### src/bmhpq_pkg.sv
// Shared types and codes for the binary max-heap priority queue.
package bmhpq_pkg;

    typedef struct packed {
        logic signed [15:0] prio;
        logic        [15:0] tag;
    } entry_t;

    typedef enum logic {
        CMD_INSERT = 1'b0,
        CMD_REMOVE = 1'b1
    } cmd_t;

    typedef enum logic [1:0] {
        ST_DONE       = 2'd0,
        ST_REJ_FULL   = 2'd1,
        ST_REJ_EMPTY  = 2'd2,
        ST_UNUSED     = 2'd3
    } status_t;

    localparam int unsigned COUNT_W = 7;
    localparam int unsigned IN_DATA_W = 32;
    localparam int unsigned OUT_DATA_W = 48;

endpackage

### src/binary_max_heap_priority_queue_unit.sv
// Binary max-heap priority queue held in a single synchronous memory.
// One item is taken at a time; s_axis_tready is high only between items. An
// insert or remove walks L levels of the heap in its sift, where L is at
// most log2(CAPACITY): each level needs one memory read, a registered read
// result and a compare with write-back. Rejected commands skip the sift.
// The result register lets the next item be accepted while a result waits
// to be taken.
module binary_max_heap_priority_queue_unit #(
    parameter int unsigned CAPACITY = 64
) (
    input  logic        aclk,
    input  logic        aresetn,
    input  logic        s_axis_tvalid,
    output logic        s_axis_tready,
    // name_tag[15:0], priority_req[31:16]
    input  logic [bmhpq_pkg::IN_DATA_W-1:0] s_axis_tdata,
    input  logic        s_axis_tuser,  // cmd
    output logic        m_axis_tvalid,
    input  logic        m_axis_tready,
    // top_tag[15:0], top_priority[31:16], entry_count[38:32],
    // is_empty[39], is_full[40], zero pad[47:41]
    output logic [bmhpq_pkg::OUT_DATA_W-1:0] m_axis_tdata,
    output logic [1:0]  m_axis_tuser   // status
);

    localparam int unsigned AW = (CAPACITY > 1) ? $clog2(CAPACITY) : 1;
    localparam int unsigned CW = $clog2(CAPACITY + 1);

    typedef enum logic [3:0] {
        S_IDLE,
        S_UP_CHK,
        S_UP_CMP,
        S_DN_LOAD,
        S_DN_GET,
        S_DN_CHK,
        S_DN_CMP,
        S_TOP_RD,
        S_TOP_GET
    } state_t;

    state_t              state_reg, state_next;
    logic [AW-1:0]       pos_reg, pos_next;
    logic [CW-1:0]       cnt_reg, cnt_next;
    bmhpq_pkg::entry_t   ent_reg, ent_next;
    bmhpq_pkg::status_t  status_reg, status_next;
    logic                out_valid_reg, out_valid_next;
    bmhpq_pkg::status_t  out_status_reg, out_status_next;
    bmhpq_pkg::entry_t   out_top_reg, out_top_next;
    logic [CW-1:0]       out_cnt_reg, out_cnt_next;

    bmhpq_pkg::entry_t   heap_mem [CAPACITY];
    bmhpq_pkg::entry_t   rd_a_reg, rd_b_reg;
    logic [AW-1:0]       ra_a, ra_b, mem_wa;
    logic                mem_we;
    bmhpq_pkg::entry_t   mem_wd;

    logic [CW:0]         kid_w, kid1_w, cnt_w;
    logic [AW-1:0]       parent_idx, pos_m1;
    logic                right_ok, sel_right;
    bmhpq_pkg::entry_t   child;
    logic [AW-1:0]       child_idx;
    logic                in_acc, out_free;
    logic [31:0]         out_cnt_ext;
    bmhpq_pkg::entry_t   in_ent;

    assign in_acc   = s_axis_tvalid && s_axis_tready;
    assign out_free = !out_valid_reg || m_axis_tready;
    assign in_ent   = bmhpq_pkg::entry_t'(s_axis_tdata);

    assign cnt_w      = (CW + 1)'(cnt_reg);
    assign kid_w      = (CW + 1)'({pos_reg, 1'b1});
    assign kid1_w     = kid_w + (CW + 1)'(1);
    assign pos_m1     = pos_reg - AW'(1);
    assign parent_idx = pos_m1 >> 1;
    assign right_ok   = kid1_w < cnt_w;
    assign sel_right  = right_ok && (rd_a_reg.prio < rd_b_reg.prio);
    assign child      = sel_right ? rd_b_reg : rd_a_reg;
    assign child_idx  = sel_right ? kid1_w[AW-1:0] : kid_w[AW-1:0];

    always_ff @(posedge aclk) begin
        if (mem_we) begin
            heap_mem[mem_wa] <= mem_wd;
        end
        rd_a_reg <= heap_mem[ra_a];
        rd_b_reg <= heap_mem[ra_b];
    end

    always_comb begin
        state_next      = state_reg;
        pos_next        = pos_reg;
        cnt_next        = cnt_reg;
        ent_next        = ent_reg;
        status_next     = status_reg;
        out_valid_next  = out_valid_reg && !m_axis_tready;
        out_status_next = out_status_reg;
        out_top_next    = out_top_reg;
        out_cnt_next    = out_cnt_reg;
        ra_a            = '0;
        ra_b            = '0;
        mem_we          = 1'b0;
        mem_wa          = pos_reg;
        mem_wd          = ent_reg;
        case (state_reg)
            S_IDLE: begin
                if (in_acc) begin
                    status_next = bmhpq_pkg::ST_DONE;
                    if (s_axis_tuser == bmhpq_pkg::CMD_INSERT) begin
                        if (cnt_reg == CW'(CAPACITY)) begin
                            status_next = bmhpq_pkg::ST_REJ_FULL;
                            state_next  = S_TOP_RD;
                        end else begin
                            ent_next   = in_ent;
                            pos_next   = cnt_reg[AW-1:0];
                            cnt_next   = cnt_reg + CW'(1);
                            state_next = S_UP_CHK;
                        end
                    end else begin
                        if (cnt_reg == '0) begin
                            status_next = bmhpq_pkg::ST_REJ_EMPTY;
                            state_next  = S_TOP_RD;
                        end else begin
                            cnt_next   = cnt_reg - CW'(1);
                            pos_next   = '0;
                            state_next = (cnt_reg == CW'(1)) ? S_TOP_RD : S_DN_LOAD;
                        end
                    end
                end
            end
            S_UP_CHK: begin
                if (pos_reg == '0) begin
                    mem_we     = 1'b1;
                    state_next = S_TOP_RD;
                end else begin
                    ra_a       = parent_idx;
                    state_next = S_UP_CMP;
                end
            end
            S_UP_CMP: begin
                mem_we = 1'b1;
                if (rd_a_reg.prio > ent_reg.prio) begin
                    state_next = S_TOP_RD;
                end else begin
                    mem_wd     = rd_a_reg;
                    pos_next   = parent_idx;
                    state_next = S_UP_CHK;
                end
            end
            S_DN_LOAD: begin
                ra_a       = cnt_reg[AW-1:0];
                state_next = S_DN_GET;
            end
            S_DN_GET: begin
                ent_next   = rd_a_reg;
                state_next = S_DN_CHK;
            end
            S_DN_CHK: begin
                if (kid_w >= cnt_w) begin
                    mem_we     = 1'b1;
                    state_next = S_TOP_RD;
                end else begin
                    ra_a       = kid_w[AW-1:0];
                    ra_b       = kid1_w[AW-1:0];
                    state_next = S_DN_CMP;
                end
            end
            S_DN_CMP: begin
                mem_we = 1'b1;
                if (ent_reg.prio >= child.prio) begin
                    state_next = S_TOP_RD;
                end else begin
                    mem_wd     = child;
                    pos_next   = child_idx;
                    state_next = S_DN_CHK;
                end
            end
            S_TOP_RD: begin
                state_next = S_TOP_GET;
            end
            S_TOP_GET: begin
                if (out_free) begin
                    out_valid_next  = 1'b1;
                    out_status_next = status_reg;
                    out_top_next    = (cnt_reg == '0) ? '0 : rd_a_reg;
                    out_cnt_next    = cnt_reg;
                    state_next      = S_IDLE;
                end
            end
            default: begin
                state_next = S_IDLE;
            end
        endcase
    end

    always_ff @(posedge aclk) begin
        if (!aresetn) begin
            state_reg     <= S_IDLE;
            cnt_reg       <= '0;
            out_valid_reg <= 1'b0;
        end else begin
            state_reg     <= state_next;
            cnt_reg       <= cnt_next;
            out_valid_reg <= out_valid_next;
        end
        pos_reg        <= pos_next;
        ent_reg        <= ent_next;
        status_reg     <= status_next;
        out_status_reg <= out_status_next;
        out_top_reg    <= out_top_next;
        out_cnt_reg    <= out_cnt_next;
    end

    assign out_cnt_ext   = 32'(out_cnt_reg);
    assign s_axis_tready = (state_reg == S_IDLE);
    assign m_axis_tvalid = out_valid_reg;
    assign m_axis_tuser  = out_status_reg;
    assign m_axis_tdata  = {7'b0,
                            (out_cnt_reg == CW'(CAPACITY)),
                            (out_cnt_reg == '0),
                            out_cnt_ext[bmhpq_pkg::COUNT_W-1:0],
                            out_top_reg};

endmodule

### config.mk
export PLATFORM = sky130hd
export DESIGN_NAME = binary_max_heap_priority_queue_unit
export DESIGN_NICKNAME = d
export VERILOG_FILES = /design/src/bmhpq_pkg.sv /design/src/binary_max_heap_priority_queue_unit.sv
export SDC_FILE = /design/constraint.sdc
export NUM_CORES = 2
export LEC_CHECK = 0
export BUFFER_PORTS_ARGS = -buffer_cell sky130_fd_sc_hd__buf_2
export CAP_MARGIN = 20
export CORE_MARGIN = 5
export CORE_UTILIZATION = 50
export CTS_CLUSTER_DIAMETER = 80
export DETAILED_ROUTE_END_ITERATION = 6
export PLACE_DENSITY = 0.65
export SKIP_CTS_REPAIR_TIMING = 1
export SYNTH_ARGS = -nofsm -noshare
export SYNTH_HDL_FRONTEND = slang
export SYNTH_SLANG_ARGS = --single-unit
### constraint.sdc
create_clock -name aclk -period 7.8 [get_ports aclk]
set_input_delay 0.78 -clock aclk [delete_from_list [all_inputs] [get_ports aclk]]
set_output_delay 0.78 -clock aclk [all_outputs]
set_load 0.01 [all_outputs]
==> flow_summary.yaml <==
yosys:
  syn_inst: 8287
  synth_ff_type: "edfxtp_1"
  ys_ff_latch: 2205
  ys_top_cells_by_count: "nand2_1, edfxtp_1, nand3_1, clkbuf_1, a31oi_1"
  synth.most_common_cell: "nand2_1"
  yosys-top-cells-area: "edfxtp_1, nand2_1, nand3_1"
  synth-seq-area-share_pct: 66.7
  async_flop_share_pct: 0
  synth_edf_count: 2129
  synth-warning-count: 0
  yosysTopAreaCell: "edfxtp_1"
  avgSynthCellArea_um2: 11.8
  synth_top_area_share_pct: 65.1
  syn_area_um2: 98100
  ys_types: 75
timing:
  fin_skew_ns: 0.0441
  relSlewSlack_pct: 16.3
  max_freq_mhz: 149
  setup_viol: 0
  min_period_ns: 6.72
  whs_ns: 0.227
  worst_slew_pin_slew_ns: 1.25
  finalSetupTns_ns: 0
  rsz0062_at_grt: "no"
  min_period_over_period_pct: 86.1
  setup_slack_ns: 1.08
  drv_slew: 0
  hold_viol: 0
layout:
  drive_above_1_share_pct: 12.2
  syn_to_final_growth_pct: 12.0
  largest_reg_flops: 2048
  multi_input_area_um2: 30600
  ff_latch_area_um2: 65500
  nNetsFinal: 8310
  top_register: "heap_mem"
  nFillCells: 15900
critical_path:
  critPathMaxStageDelay_ns: 1.02
  worstSetupStartpointType: "flip-flop"
  critPathTopFamily: "compound AO/OA/AOI/OAI gates"
  cp.depth: 20
  cp.required_ns: 8.30
  critPathSlowestCell: "a221o_2"
  crit_chain: "ha_1 -> nand3_1 -> xnor2_1 -> ha_1 -> a21oi_1 -> o21ai_0 -> a211o_1 -> nand2b_1 -> buf_4 -> mux2_2 -> ha_1 -> nand2b_1 -> a21o_1 -> a21o_1 -> a21oi_1 -> o21ai_0 -> o221a_2 -> nor2_1 -> a22o_1 -> a221o_2"
  cp-end-kind: "flip-flop"
  crit_top_cell: "ha_1"
  crit_arrival_ns: 7.21
  reg2reg_depth: 20
  crit_buf_inv: 1
  worstSetupPathType: "flip-flop to flip-flop"
  cp_max_fo: 64
global_routing:
  overflow: 0
  grt_pass1_vias: 69200
  grt_util_all_layers_pct: 34.3
  grt_pass1_wl_um: 506000
  grt_max_degree: 173
  antenna_found_initial: 21
detailed_routing:
  met1_length_um: 130000
  num_vias: 73400
  drt-pass1-iter-count: 7
  first_iter_violations: 10800
  detail_route.vias_per_cell: 6.65
  dr_wl_met3_um: 54200
  drc_errors: 0
  final_antenna_net_count: 0
  wire_per_inst_um: 32.7
  highest_layer: "met5"
  dr_wl_met2_um: 156000
  drt-total-wl_um: 361000
cts:
  clk_latency_ns: 0.88
  cts_buffer_depth: 3
  cts_sinks: 2205
  htree_num_levels: 4
  cts_tree: "yes"
  cts_buffers: 214
  cts-root-buf: "clkbuf_16"
  clkSlewWorstSetupHoldPaths_ns: 0.06
hold_path:
  hp-class: "primary input to flip-flop"
  min_delay_path_depth: 2
die:
  die_area_um2: 205000
  initial_utilization_pct: 50.3
  ios: 89
  die_w_um: 453
  coreArea_um2: 195000
  die_h_um: 453
  fp-row-count: 162
power:
  p_leak_uw: 0.0376
  p_clk_share_pct: 24.9
  internal-power_uw: 25800
  power_density_nw_per_um2: 384
  switching_share_pct: 38.7
  switching_power_uw: 16300
  finalPower_uw: 42200
  irDropWorstVdd_v: 0.000316
  sequentialPowerShare_pct: 37.9
  pwr-share-comb_pct: 37.2
place:
  gp_congestion: 0.940
  dp_hpwl_um: 199000
  port-buffer-count: 81
  post-place-ws_ns: 0.894
run_status:
  status: "completed"
job:
  maxCapViolations: 0
==> final cells by class <==
cell class	count	share of cell area (%)
Multi-Input combinational cell	5406	27.8
Antenna cell	10	0.0228
Inverter	48	0.164
Clock inverter	117	1.18
Timing Repair Buffer	333	3.04
Clock buffer	286	5.20
Tap cell	2624	2.99
Sequential cell	2205	59.6
==> layout by cell type, fill, tap and decap left out, types with 14 or more instances in the layout <==
| cell type | Yosys | final |
|---|---|---|
| nand2_1 | 2243 | 2236 |
| edfxtp_1 | 2129 | 2129 |
| nand3_1 | 1176 | 1176 |
| a31oi_1 | 248 | 248 |
| clkbuf_16 | 0 | 216 |
| a21oi_1 | 182 | 181 |
| buf_4 | 27 | 173 |
| mux2i_1 | 166 | 166 |
| mux2_2 | 163 | 163 |
| o211ai_1 | 104 | 104 |
| nor2_1 | 173 | 103 |
| a211oi_1 | 100 | 100 |
| and3_1 | 90 | 90 |
| nand4_1 | 83 | 83 |
| buf_2 | 110 | 81 |
| dfxtp_1 | 76 | 76 |
| nor2_4 | 0 | 71 |
| and2_1 | 72 | 70 |
| buf_12 | 1 | 67 |
| ha_1 | 65 | 65 |
| clkbuf_1 | 421 | 65 |
| mux4_2 | 58 | 58 |
| inv_1 | 47 | 47 |
| clkinv_1 | 1 | 41 |
| nor2b_1 | 41 | 40 |
| nor4_1 | 38 | 38 |
| a221o_2 | 0 | 32 |
| a31o_2 | 32 | 32 |
| a32o_1 | 32 | 32 |
| o2111ai_1 | 30 | 30 |
| a311oi_1 | 30 | 30 |
| a221oi_1 | 29 | 29 |
| o22ai_1 | 28 | 28 |
| o21ai_1 | 30 | 27 |
| clkinv_2 | 0 | 27 |
| o21ai_0 | 23 | 23 |
| bufinv_16 | 0 | 23 |
| a21o_1 | 23 | 19 |
| nor3_1 | 15 | 14 |
==> metrics by stage <==
stage,instance area [um^2],std cells,utilization (%)
floorplan,98200,8293,-
global placement,102000,10600,52.3
detailed placement,102000,10600,52.4
CTS,109000,11000,56.0
global route,110000,11000,56.4
finish,110000,11000,56.4
==> layer usage <==
layer  up-vias  GRT usage (%)
met5         -              0
met4        12           16.3
met3      1242           11.1
met2      5852           50.8
met1     35800           46.2
li1      30500              -
==> cells by family after synthesis <==
group           after synthesis  share of synthesized area (%)
fa+ha+maj                    65                          0.829
mux                         387                           4.89
xor+xnor                     16                          0.143
compound gates              972                           6.87
other cells                   1                        0.00382
flops                      2205                           66.7
simple gates               3959                           17.6
buf+inv                     682                           2.96
==> path summary, 6_finish.rpt <==
| check | end | start | slack, ns |
|---|---|---|---|
| min | ent_reg[2] | s_axis_tdata[2] | 0.23 |
| max | heap_mem[27][30] | mem_wa[0] | 1.08 |
| max reg2reg | heap_mem[27][30] | mem_wa[0] | 1.08 |
| min reg2reg | m_axis_tuser[1] | status_reg[1] | 0.41 |
==> power by group through the flow <==
stage                     clock network [uW]  logic (uW)  registers, uW
after global placement                     0       14400          16300
final                                  10500       15700          16000
after global routing                   11000       16300          16000
after CTS                              10500       14600          16100
after detailed placement                   0       14600          16300
after floorplan                            0        8990          16100
(Power assumes the default switching activity.)
